File: src/design/isr_pkg.sv
// Shared types and constants for the integer square root block.
// No dependencies; imported by the controller, datapath and top level.
package isr_pkg;

    localparam int VALUE_WIDTH = 32;
    localparam int ROOT_WIDTH  = 16;

    typedef enum logic [1:0] {
        ST_IDLE,
        ST_RUN,
        ST_WAIT
    } isr_state_t;

    typedef struct packed {
        logic load;
        logic step;
        logic publish;
    } isr_cmd_t;

    typedef struct packed {
        logic last;
    } isr_status_t;

endpackage

File: src/design/isr_ctrl.sv
// Sequencer for the integer square root: handshakes and iteration control.
// Depends on isr_pkg; drives the datapath through isr_cmd_t.
module isr_ctrl
    import isr_pkg::*;
(
    input  logic        clk,
    input  logic        rst_n,
    input  logic        s_tvalid,
    output logic        s_tready,
    output logic        m_tvalid,
    input  logic        m_tready,
    input  isr_status_t status,
    output isr_cmd_t    cmd
);

    isr_state_t state_reg;
    isr_state_t state_next;
    logic       out_valid_reg;
    logic       out_valid_next;
    logic       out_free;

    assign out_free = !out_valid_reg || m_tready;
    assign m_tvalid = out_valid_reg;

    always_ff @(posedge clk or negedge rst_n)
    begin
        if (!rst_n)
        begin
            state_reg     <= ST_IDLE;
            out_valid_reg <= 1'b0;
        end
        else
        begin
            state_reg     <= state_next;
            out_valid_reg <= out_valid_next;
        end
    end

    always_comb
    begin
        state_next  = state_reg;
        s_tready    = 1'b0;
        cmd.load    = 1'b0;
        cmd.step    = 1'b0;
        cmd.publish = 1'b0;
        case (state_reg)
            ST_IDLE:
            begin
                s_tready = 1'b1;
                if (s_tvalid)
                begin
                    cmd.load   = 1'b1;
                    state_next = ST_RUN;
                end
            end
            ST_RUN:
            begin
                cmd.step = 1'b1;
                if (status.last)
                begin
                    if (out_free)
                    begin
                        cmd.publish = 1'b1;
                        state_next  = ST_IDLE;
                    end
                    else
                    begin
                        state_next = ST_WAIT;
                    end
                end
            end
            ST_WAIT:
            begin
                if (out_free)
                begin
                    cmd.publish = 1'b1;
                    state_next  = ST_IDLE;
                end
            end
            default:
            begin
                state_next = ST_IDLE;
            end
        endcase
    end

    always_comb
    begin
        if (cmd.publish)
            out_valid_next = 1'b1;
        else if (m_tready)
            out_valid_next = 1'b0;
        else
            out_valid_next = out_valid_reg;
    end

    a_publish_free: assert property (@(posedge clk) disable iff (!rst_n)
        cmd.publish |-> (!out_valid_reg || m_tready))
        else $error("result published over a beat not yet taken");

    a_load_runs: assert property (@(posedge clk) disable iff (!rst_n)
        cmd.load |=> (state_reg == ST_RUN))
        else $error("accepted beat did not start iteration");

    a_wait_full: assert property (@(posedge clk) disable iff (!rst_n)
        (state_reg == ST_WAIT) |-> m_tvalid)
        else $error("waiting on an empty output register");

endmodule

File: src/design/isr_datapath.sv
// Digit-by-digit square root datapath: remainder, partial root, bit mask, output.
// Depends on isr_pkg; commanded by isr_ctrl.
module isr_datapath
    import isr_pkg::*;
#(
    parameter int OPERAND_WIDTH = 32
)
(
    input  logic                    clk,
    input  logic                    rst_n,
    input  isr_cmd_t                cmd,
    input  logic [VALUE_WIDTH-1:0]  value,
    output isr_status_t             status,
    output logic [ROOT_WIDTH-1:0]   root
);

    localparam int RootBits = (OPERAND_WIDTH + 1) / 2;
    localparam int AccWidth = 2 * RootBits;
    localparam logic [AccWidth-1:0] BitInit = AccWidth'(1) << (AccWidth - 2);
    localparam logic [AccWidth-1:0] OperandMask =
        {AccWidth{1'b1}} >> (AccWidth - OPERAND_WIDTH);

    logic [AccWidth-1:0]   rem_reg;
    logic [AccWidth-1:0]   res_reg;
    logic [AccWidth-1:0]   bit_reg;
    logic [ROOT_WIDTH-1:0] root_reg;

    logic [AccWidth-1:0] trial;
    logic                fits;
    logic [AccWidth-1:0] rem_step;
    logic [AccWidth-1:0] res_step;

    assign trial    = res_reg + bit_reg;
    assign fits     = rem_reg >= trial;
    assign rem_step = fits ? rem_reg - trial : rem_reg;
    assign res_step = fits ? (res_reg >> 1) + bit_reg : res_reg >> 1;

    assign status.last = bit_reg[0];
    assign root        = root_reg;

    always_ff @(posedge clk)
    begin
        if (cmd.load)
        begin
            rem_reg <= AccWidth'(value) & OperandMask;
            res_reg <= '0;
            bit_reg <= BitInit;
        end
        else if (cmd.step)
        begin
            rem_reg <= rem_step;
            res_reg <= res_step;
            bit_reg <= bit_reg >> 2;
        end

        if (cmd.publish)
        begin
            if (cmd.step)
                root_reg <= ROOT_WIDTH'(res_step);
            else
                root_reg <= ROOT_WIDTH'(res_reg);
        end
    end

    a_step_onehot: assert property (@(posedge clk) disable iff (!rst_n)
        cmd.step |-> $onehot(bit_reg))
        else $error("iteration without a single trial bit");

    a_load_init: assert property (@(posedge clk) disable iff (!rst_n)
        cmd.load |=> (bit_reg == BitInit && res_reg == '0))
        else $error("load did not set up the first iteration");

    a_no_load_step: assert property (@(posedge clk) disable iff (!rst_n)
        !(cmd.load && cmd.step))
        else $error("load and iteration in the same cycle");

endmodule

File: src/design/integer_square_root.sv
// Integer square root: accepts one operand beat and returns floor(sqrt(value)).
// The operand loads at the accepting edge, then the shared subtract-and-compare stage in
// the datapath produces one root bit per cycle until the result is written to the output
// register. One operand is worked at a time and the input is ready again only in the
// cycle after the result is published, so a new operand is not taken before the last
// one is done. A new beat is taken as soon as the previous result sits in the output
// register, even if it has not been taken yet; a finished root that finds that register
// still full waits until it drains. Only the low OPERAND_WIDTH bits of value are used,
// and root carries the low 16 bits of the result.
// Depends on isr_pkg, isr_ctrl and isr_datapath.
module integer_square_root
    import isr_pkg::*;
#(
    parameter int OPERAND_WIDTH = 32
)
(
    input  logic                   clk,
    input  logic                   rst_n,
    input  logic                   s_tvalid,
    output logic                   s_tready,
    input  logic [VALUE_WIDTH-1:0] s_tdata,   // [31:0] value
    output logic                   m_tvalid,
    input  logic                   m_tready,
    output logic [ROOT_WIDTH-1:0]  m_tdata    // [15:0] root
);

    isr_cmd_t    cmd;
    isr_status_t status;

    isr_ctrl u_ctrl (
        .clk      (clk),
        .rst_n    (rst_n),
        .s_tvalid (s_tvalid),
        .s_tready (s_tready),
        .m_tvalid (m_tvalid),
        .m_tready (m_tready),
        .status   (status),
        .cmd      (cmd)
    );

    isr_datapath #(
        .OPERAND_WIDTH (OPERAND_WIDTH)
    ) u_datapath (
        .clk    (clk),
        .rst_n  (rst_n),
        .cmd    (cmd),
        .value  (s_tdata),
        .status (status),
        .root   (m_tdata)
    );

endmodule
File: config.mk
export PLATFORM = sky130hd
export DESIGN_NAME = integer_square_root
export DESIGN_NICKNAME = d
export VERILOG_FILES = /design/src/design/isr_pkg.sv /design/src/design/isr_ctrl.sv /design/src/design/isr_datapath.sv /design/src/design/integer_square_root.sv
export SDC_FILE = /design/constraint.sdc
export NUM_CORES = 1
export LEC_CHECK = 0
export BUFFER_PORTS_ARGS = -buffer_cell sky130_fd_sc_hd__buf_4
export CAP_MARGIN = 30
export CORE_MARGIN = 4
export CORE_UTILIZATION = 50
export DETAILED_ROUTE_END_ITERATION = 10
export PLACE_DENSITY = 0.82
export SKIP_CTS_REPAIR_TIMING = 1
export SLEW_MARGIN = 20
export SYNTH_ARGS = -nofsm -noshare
export SYNTH_HDL_FRONTEND = slang
export SYNTH_SLANG_ARGS = --single-unit
File: constraint.sdc
create_clock -name clk -period 4.55 [get_ports clk]
set_input_delay 0.455 -clock clk [delete_from_list [all_inputs] [get_ports clk]]
set_output_delay 0.455 -clock clk [all_outputs]
set_load 0.02 [all_outputs]
==> results of run 1 <==
[placed cells by master, fill, tap and decap left out, types with 4 or more instances in the layout]
| master | instances |
|---|---|
| ha_1 | 66 |
| a31oi_1 | 16 |
| nor2b_1 | 8 |
| a211oi_1 | 15 |
| buf_4 | 123 |
| inv_1 | 25 |
| o31ai_1 | 7 |
| a211oi_2 | 7 |
| dfxtp_1 | 48 |
| mux2i_1 | 20 |
| xor2_1 | 33 |
| nand3_1 | 16 |
| a31o_2 | 7 |
| o21a_1 | 12 |
| and3_1 | 7 |
| xnor2_1 | 36 |
| nand2b_1 | 7 |
| a21oi_2 | 5 |
| nand2_1 | 91 |
| nor3_1 | 10 |
| o21bai_1 | 6 |
| o22ai_1 | 4 |
| a21oi_1 | 88 |
| and2_1 | 12 |
| nand4_1 | 12 |
| o21ai_0 | 59 |
| o21ai_1 | 5 |
| clkbuf_16 | 9 |
| edfxtp_1 | 48 |
| a311oi_1 | 4 |
| a21o_1 | 13 |
| nor2_1 | 101 |
[worst min-delay path, cell delays in order]
cell     delay [ps]
buf_4            70
nand2_1          30
o21ai_0          50
[cell type report]
type | count | area [sq um] | share of cell area
Multi-Input combinational cell | 748 | 5180 | 0.558
Sequential cell | 99 | 2480 | 0.267
Timing Repair Buffer | 126 | 973 | 0.105
Tap cell | 188 | 235 | 0.0253
Clock buffer | 9 | 225 | 0.0243
Clock inverter | 7 | 96.3 | 0.0104
Inverter | 25 | 93.8 | 0.0101
[worst min path at each step]
stage                      from                                to  slack (ps)  depth (start not counted)
floorplan                 rst_n       u_ctrl.m_tvalid$_DFFE_PN0P_         160                          0
global placement          rst_n       u_ctrl.m_tvalid$_DFFE_PN0P_         250                          1
detailed placement        rst_n       u_ctrl.m_tvalid$_DFFE_PN0P_         250                          1
CTS                       rst_n       u_ctrl.m_tvalid$_DFFE_PN0P_        -150                          1
global route         s_tdata[5]   u_datapath.rem_reg[5]$_DFFE_PP_         380                          3
finish              s_tdata[15]  u_datapath.rem_reg[15]$_DFFE_PP_         360                          3
[stage by stage]
stage | cell area (sq um) | hold slack (ps) | utilization | TNS (ps)
detailed placement | 8700 | 246 | 0.575 | -3350
global placement | 8700 | 246 | 0.575 | 0
floorplan | 7690 | 159 | - | 0
global route | 9280 | 378 | 0.613 | -3710
CTS | 9030 | -145 | 0.596 | -5070
finish | 9280 | 362 | 0.613 | 0
[cell families after synthesis]
logic type                 count (synthesis)
buffers and inverters                     65
AOI/OAI and AO/OA                        292
xor gates and xnor gates                  69
adders and majority gates                 70
and+or+nand+nor                          295
DFF                                       99
muxes                                     22
[routing by layer]
| layer | global-route usage | wire, um |
|---|---|---|
| met1 | 0.315 | 9330 |
| met2 | 0.346 | 9240 |
| met3 | 0.0336 | 1210 |
| met4 | 0.0776 | 405 |
| met5 | 0 | 0 |
==> run summary, run 1 <==
The flow ran to the end, and the final reports show no timing, DRC or antenna violations. Dividing the final minimum period by the clock period gives 0.982. The remaining global-route overflow came out at 0.

Synthesis produced between 900 and 1000 cells. In this run the deepest clock path goes through 2 buffers. The upper clock frequency limit came out at 224 MHz. The tree is rooted in a clkbuf_16. After detailed routing, the number of vias per cell comes to 6.00. The termination of the worst setup path is u_datapath.res_reg[30]$_SDFFE_PP0P_.

The chip height is ~130 um. Ranked by instance count, the synthesized netlist is headed by 102 x nor2_1, 93 x nand2_1, 91 x a21oi_1. In this run the worst setup path begins at u_datapath.res_reg[2]$_SDFFE_PP0P_.

The endpoint identified for the worst register-to-register timing path is u_datapath.res_reg[30]$_SDFFE_PP0P_. Clock tree synthesis inserted a total of 9 buffers. The number of cells on the critical path came out at 20. Among all flip-flop cells after synthesis, the most frequent one is edfxtp_1. The min-delay analysis places its worst path in the category in2reg. In this run the critical register-to-register path is launched from u_datapath.res_reg[2]$_SDFFE_PP0P_. The number of filler instances in the final layout is 1256. The post-route minimum period came out at 4470 ps. The share of synthesized area in the top cell type comes to 0.188. TritonCTS built the clock tree. The slew of the pin with the lowest slew margin came out at 849 ps. In this run the number of H-tree levels came out at 3.

The yosys synthesis warning count came out at 0. The slowest stage of the critical path is the o41ai_2 cell. The post-synthesis share of cell area spent on full adders, half adders and majority gates came out at 0.115. The post-synthesis simple-gate area fraction is 0.176. Among all cell types in the netlist, the one instantiated most often is nor2_1. The maximum number of pins on one net before global-route repair came out at between 40 and 50. The worst clock skew is 12.4 ps.

After synthesis the netlist holds a flip-flop and latch count of 99. The critical path goes through ha_1, a31oi_2, o21bai_1, a21oi_2, o41ai_2, o21ai_1, buf_4, o21bai_4, a31oi_1, xor2_1, ha_1, and3_4, nand3_4, or2_2, o2111ai_4, nor2_2, buf_4, or3b_1, a311oi_2, or3_1. The share of the synthesized area in compound gates (AO/OA/AOI/OAI) came out at 0.244. Measured against its own limit, the worst slew margin works out to 0.432. The layout cell share with drive strength beyond 1 came out at 0.197.

The routability congestion estimate came out at 0.968. The core area is between 15000 and 20000 sq um. Counting flops with a built-in enable in the synthesized netlist gives 48.

The detail-routed net length per standard cell is 16.8 um. Prior to clock tree synthesis, the placed netlist has a worst setup slack of -100 ps. For the worst-skew pair, the clock arrives at the later sink with an insertion delay of approximately 360 ps.

The final cell count without fillers came out at 1202. STA classifies the critical path startpoint as a flip-flop. Setup repair after global routing could not meet its margin everywhere. STA classifies the critical path endpoint as a flip-flop. By area, the combinational part of the netlist is dominated by compound AO/OA/AOI/OAI gates. Pin placement for this block handled 54 I/O pins. Clock-pin slew was measured on the worst setup and hold paths at 80 ps.

For this configuration, the core starts out at a cell density of 0.507. The die outline area came out at 17400 sq um. The share of the yosys chip area belonging to registers came out at 0.322. The number of setup violations in the final report came out at 0. The total number of clock tree sinks came out at 99.

The multiplexer fraction of the synthesized cell area is 0.0300. 0 antenna diodes ended up in the layout. The number of antenna violations at the first check in global routing came to 0.

Detailed routing inserted a total of 7215 vias. The final worst setup slack came out at 81.9 ps. Across all register-to-register paths, the minimum setup slack is roughly 82 ps. The biggest area consumer among synthesized cells is edfxtp_1. Of the total synthesized cell area, the portion taken by XOR and XNOR cells is 0.0786. The synthesized cell area is 7680 sq um. The number of standard-cell rows in the floorplan came out at 45.

The number of cells in the design after placement came out at roughly 1200. The final layout contains 1115 nets. The number of global-route vias before repair came out at about 6600. After detailed routing, the number of remaining DRC violations is 0.

The wire length after detailed routing came out at slightly above 20000 um. The tool flagged a number of max-cap violations equal to 0. The kind of cell with the highest combined delay along the critical path is compound AO/OA/AOI/OAI gates. For the worst flop-to-flop path, the logic depth is 20.

The final-report hold violation count is 0. The first routing iteration left 596 violations. The count of distinct cell types in the synthesized netlist is 72. Buffers placed on the I/O ports in this run total 53. The path type of the worst setup path is reg2reg. STA puts the critical path data required time at 4860 ps. The number of detailed-route iterations in the first pass came out at 5. The maximum cell stage delay along the critical path is 360 ps. The peak fanout along the critical path is 4. Counting flops with an async set or reset pin after synthesis yields a share of 0.0303.

The max-slew violation count came to 0. The HPWL reported at the end of detailed placement came out at between 10000 and 15000 um. The mean post-synth cell area came out at between 8 and 9 sq um. The count of antenna-violating nets left after detailed routing is 0.

After synthesis, the cell types taking the most area are edfxtp_1 19%, dfxtp_1 13%, ha_1 11%, a21oi_1 5.9%, nor2_1 5.0%. The arrival time of the worst setup path is 4780 ps. The first global-routing pass estimated about 32000 um of wire. The number of buffer and inverter stages on the critical path came out at 2. The global-route total usage across every layer came out at 0.222. From synthesis to final layout, the design area changed by 20.8%. The die extent in x came out at 132 um. The synthesized net count came out at between 1000 and 1500.
Power of run 1 is not shown: default switching activity piles up to over one toggle a cycle in this logic, so the estimate is an artifact.
==> run 2: changes to the inputs <==
Settings changed: GPL_TIMING_DRIVEN from default to 0.
==> run 2 against run 1 <==
Net effect: critical path type unchanged; maximum frequency fell by 2.2%; the run now ends with setup timing left; non-clock buffer count fell by 10; clock-buffer cell count rose by 2.
==> run summary, run 2 (synthesized netlist as in run 1, its figures left out) <==
The flow ran to the end, but the final reports show violations. The checks that failed: setup timing. The worst-case reg-to-reg path depth came out at 19 (-5.0%). The number of max-cap violations was 0 (unchanged). The maximum buffer depth of the clock tree came out at 2 (unchanged).

In the layout the commonest cells are 100 x nor2_1, 92 x nand2_1, 87 x a21oi_1. In this run the critical register-to-register path is captured at u_datapath.root[2]$_DFFE_PP_. The maximum number of pins on one net before global-route repair is 33 (-27%). The critical path is of the reg2reg type.

The wire length of the first global-routing pass came out at 32900 um (+2.3%). The area growth from synthesis to layout came out at 20.8% (about the same). The number of standard-cell rows in the floorplan is 45 (unchanged). The CTS tree is done. The layer flagged by global routing as most heavily used is met2. The required arrival time at the worst endpoint came out at 4670 ps (-190 ps). The per-cell via count in the routed design is 6.18 (+2.9%).

The insertion delay to the later sink of the worst-skew pair came to 380 ps (+20 ps). The effective utilization at floorplan is 0.507 (unchanged). The routability congestion estimate came out at 0.922 (-4.8%). The clock-pin transition on the worst setup and hold timing paths is 80 ps (about the same). The wire length after detailed routing was 22300 um (+11%). The count of port buffers added during placement came out at 53 (unchanged). The final worst setup slack is -19.8 ps (-102 ps). The remaining global-route overflow is 0 (unchanged). The worst hold path class is in2reg. The HPWL reported at the end of detailed placement is 15300 um (+2.7%). The portion of the clock cycle consumed by the worst path in the final layout came out at 1.00 (+0.0224). The final-report hold violation count is 0 (unchanged).

The die outline area was 17400 sq um (unchanged). The chip height came out at 132 um (unchanged). The worst max-slew margin expressed relative to the limit came out at 0.478 (+0.0461).

Setup repair after global routing could not meet its margin everywhere. The critical path ends at u_datapath.root[2]$_DFFE_PP_. The layout cell share with drive strength beyond 1 is 0.194 (-0.00359).

The post-route minimum period is 4570 ps (+102 ps). The library cell used most frequently in the layout, excluding fill and tap cells, is nor2_1. The worst setup path is captured at a flip-flop. The global-route met2 utilization is 0.380 (+0.0336). The detail-routed net length per standard cell came out at 18.7 um (+11%).

The iteration-0 DRC count of the detailed router came out at 787 (+32%). The post-placement cell area came out at 8320 sq um (-4.4%). The die extent in x is 132 um (unchanged).

The worst hold slack came to 335 ps (-26.5 ps). The routing usage on met1 is 0.317 (+0.00207). The clock buffer count from CTS is 9 (unchanged). The global-route total usage across every layer was 0.232 (+0.00933). The upper clock frequency limit is 219 MHz (-2.2%).

The number of detailed-route iterations in the first pass is 5 (unchanged). The register-to-register setup slack is -20 ps (-100 ps). The peak fanout along the critical path is 7 (+3). The residual DRC count was 0 (unchanged). The critical path startpoint is u_datapath.bit_reg[0]$_SDFFE_PP0P_. The number of global-route vias before repair was 6573 (-0.80%). The worst clock skew is 14.1 ps (+1.73 ps).

The met3 usage is 0.0298 (-0.00382). The design area was 9280 sq um (about the same). The worst register-to-register path begins at u_datapath.bit_reg[0]$_SDFFE_PP0P_.

The via count is 7384 (+2.3%). The cell chosen for the clock root is clkbuf_16. The H-tree depth reported by CTS is 3 (unchanged). The core area is 15100 sq um (unchanged). The arrival time of the worst setup path is 4690 ps (-90 ps). The slew of the pin with the lowest slew margin was 783 ps (-66.2 ps). The number of setup violations in the final report came out at 2 (+2). The total number of clock tree sinks came to 99 (unchanged). The max-slew violation count came out at 0 (unchanged). The number of nets in the final layout is 1108 (-0.63%).

The I/O pin count came out at 54 (unchanged). The antenna diode instance count is 0 (unchanged). The number of antenna violations at the first check in global routing came out at 0 (unchanged).

The startpoint type of the worst setup path is a flip-flop. The count of antenna-violating nets left after detailed routing is 0 (unchanged).
run 2: worst max-delay path, cell delays in order (launching register included):
cell and delay, ps:
dfxtp_4 360, ha_4 180, ha_4 150, a21o_1 190
a31oi_4 210, o21bai_1 110, a31o_2 270, a31oi_4 180
nor2_1 60, o21ai_1 180, xor2_1 300, ha_1 290
and4_4 260, nand4_1 160, a2111oi_4 240, o31a_2 330
or2_1 170, buf_6 140, mux2_4 290, mux2_4 260
run 2: how the worst min path moves through the flow:
stage / from / to / slack, ps / depth (start not counted)
2_1_floorplan: rst_n / u_ctrl.m_tvalid$_DFFE_PN0P_ / 160 / 0
3_3_place_gp: rst_n / u_ctrl.m_tvalid$_DFFE_PN0P_ / 250 / 1
3_5_place_dp: rst_n / u_ctrl.m_tvalid$_DFFE_PN0P_ / 250 / 1
4_1_cts: rst_n / u_ctrl.state_reg[0]$_DFFE_PN0P_ / -150 / 1
5_1_grt: s_tdata[1] / u_datapath.rem_reg[1]$_DFFE_PP_ / 350 / 3
6_report: s_tdata[1] / u_datapath.rem_reg[1]$_DFFE_PP_ / 340 / 3
run 2: final cells by class:
| class | instances | area [sq um] |
|---|---|---|
| Fill cell | 1263 | 5860 |
| Multi-Input combinational cell | 751 | 5370 |
| Sequential cell | 99 | 2500 |
| Timing Repair Buffer | 78 | 588 |
| Clock buffer | 11 | 264 |
| Tap cell | 188 | 235 |
| Buffer | 38 | 174 |
| Inverter | 25 | 93.8 |
| Clock inverter | 5 | 48.8 |
run 2: metal layers:
layer | vias to the layer above | part of all wire | routed length (um)
met3 | 46 | 0.076 | 1700
met1 | 3480 | 0.43 | 9550
met4 | 0 | 0.024 | 529
met2 | 323 | 0.47 | 10600
li1 | 3535 | - | -
met5 | - | 0 | 0
run 2: per-stage QoR:
stage	TNS (ps)	setup slack, ps	std cells	util
floorplan	0	73.8	912	-
detailed placement	-64060	-1000	1153	0.550
finish	-21.9	-19.8	1195	0.613
global placement	-58790	-943	1153	0.549
global route	-1600	-138	1195	0.613
CTS	-66790	-1030	1169	0.570
Power of run 2 is left out for the same reason.
==> run 3: changes to the inputs <==
Settings changed: SETUP_SLACK_MARGIN from default to 0.05, SKIP_LAST_GASP from default to 1.
==> run 3 against run 2 <==
Net effect: worst setup slack better by 59 ps; non-clock buffer count unchanged; the flow now finishes without violations; register-to-register slack better by 60 ps; critical path depth is 1 lower; die area unchanged; global-route usage is the same; flip-flop and latch count is the same; first-iteration DRC count is 11% lower; core utilization grew 0.12 points.
==> run summary, run 3 (synthesized netlist as in run 1, its figures left out) <==
The peak fanout along the critical path came out at 7 (unchanged). The area growth from synthesis to layout came out at 21.0%. The number of max-cap violations is 0 (unchanged). The critical path is of the reg2reg type. The number of standard-cell rows in the floorplan is 45 (unchanged). The antenna diode instance count is 0 (unchanged). TritonCTS built the clock tree. The HPWL reported at the end of detailed placement came out at 15300 um (unchanged).

The type of destination of the critical path is a flip-flop. The wire length of the first global-routing pass is 32900 um (unchanged). The clock-pin transition on the worst setup and hold timing paths came to 80 ps (about the same). The layout cell share with drive strength beyond 1 is 0.196 (+0.00199).

The effective utilization at floorplan came out at 0.507 (unchanged). The total number of clock tree sinks is 99 (unchanged). The per-cell via count in the routed design came out at 6.20 (+0.30%). The iteration-0 DRC count of the detailed router is 697 (-11%). The final-report hold violation count is 0 (unchanged). The count of antenna-violating nets left after detailed routing came out at 0 (unchanged). The portion of the clock cycle consumed by the worst path in the final layout is 0.991 (-0.0130).

The flow ran to the end, and the final reports show no timing, DRC or antenna violations. In this run the worst hold path is classified as in2reg. The worst setup path is launched from a flip-flop. The final worst setup slack came out at 39.2 ps (+59.0 ps). The max-slew violation count came out at 0 (unchanged). The number of antenna violations at the first check in global routing is 0 (unchanged). The die extent in x came to 132 um (unchanged).

The wire length after detailed routing is 22100 um (-1.2%). The via count came to 7406 (+0.30%). Leaving out fill and tap cells, the most frequent cells in the layout are 100 x nor2_1, 92 x nand2_1, 87 x a21oi_1. Leaving out fill and tap cells, the most frequent cell in the layout is nor2_1.

The upper clock frequency limit is 222 MHz (+1.3%). The number of nets in the final layout came to 1108 (unchanged). The worst clock skew was 15.4 ps (+1.22 ps). The maximum number of pins on one net before global-route repair is 33 (unchanged). The post-route minimum period is 4510 ps (-59.0 ps). The die outline area is 17400 sq um (unchanged). The post-placement setup slack is -1000 ps (unchanged). Clock tree synthesis selected as its root buffer the cell clkbuf_16. The chip height is 132 um (unchanged). The required arrival time at the worst endpoint came out at 4670 ps (about the same). Setup repair after global routing could not meet its margin everywhere.

The routability congestion estimate came out at 0.922 (unchanged). The arrival time of the worst setup path was 4630 ps (-60 ps). The clock buffer count from CTS came out at 9 (unchanged). The residual DRC count is 0 (unchanged). The number of setup violations in the final report came to 0 (-2). The remaining global-route overflow is 0 (unchanged). The number of global-route vias before repair is 6573 (unchanged). The maximum buffer depth of the clock tree came to 2 (unchanged). The worst max-slew margin expressed relative to the limit was 0.416 (-0.0626). The final core utilization came out at 0.614 (+0.00116). The insertion delay to the later sink of the worst-skew pair is 370 ps (about the same).

The number of detailed-route iterations in the first pass came out at 6 (+1). The count of port buffers added during placement was 53 (unchanged). The H-tree depth reported by CTS was 3 (unchanged). The global-route total usage across every layer was 0.232 (unchanged). The slew of the pin with the lowest slew margin is 877 ps (+93.8 ps).

The detail-routed net length per standard cell was 18.5 um (-1.2%). The I/O pin count came out at 54 (unchanged). The core area is 15100 sq um (unchanged).
[run 3: final timing paths]
check	start	end	slack, ps	cells past startpoint
worst max-delay path	u_datapath.res_reg[6]$_SDFFE_PP0P_	u_datapath.rem_reg[31]$_DFFE_PP_	40	18
min in group asynchronous	rst_n	u_ctrl.state_reg[0]$_DFFE_PN0P_	400	2
max in group asynchronous	rst_n	u_ctrl.m_tvalid$_DFFE_PN0P_	4050	2
worst min-delay path	s_tdata[1]	u_datapath.rem_reg[1]$_DFFE_PP_	330	3
worst min register to register	u_datapath.bit_reg[30]$_SDFFE_PP1P_	u_datapath.bit_reg[30]$_SDFFE_PP1P_	530	2
worst max register to register	u_datapath.res_reg[6]$_SDFFE_PP0P_	u_datapath.rem_reg[31]$_DFFE_PP_	40	18
[run 3: critical path, stage by stage, from the launching register on]
cell      delay (ps)
dfxtp_4          380
ha_4             300
and4_4           240
nand3_1           80
o211ai_1         320
and2_4           230
nor2b_2          120
o21ai_1           70
xor2_1           220
ha_1             330
buf_6            140
nand3_4           80
nor3_4           210
nand4_1          180
a211oi_2         350
nor2_2           100
or4_4            430
a31o_2           250
a31o_2           220
[run 3: area by class of cell]
type | count | area [sq um]
Fill cell | 1260 | 5850
Multi-Input combinational cell | 751 | 5390
Sequential cell | 99 | 2500
Timing Repair Buffer | 78 | 588
Clock buffer | 11 | 264
Tap cell | 188 | 235
Buffer | 38 | 178
Inverter | 25 | 93.8
Clock inverter | 5 | 48.8
[run 3: per-layer routing]
layer / global-route usage / wire length (um)
met5: 0 / 0
met4: 0.0770 / 643
met3: 0.0298 / 1430
met2: 0.380 / 10300
met1: 0.317 / 9730
[run 3: per-stage QoR]
step                      instance area (sq um)  hold WS [ps]  TNS, ps  cells
after floorplan                            7690           159        0    912
after global placement                     8320           246   -58790   1153
after detailed placement                   8320           247   -64060   1153
after CTS                                  8640          -149   -66790   1169
after global routing                       9300           355     -471   1195
final                                      9300           335        0   1195
Power of run 3 is left out for the same reason.
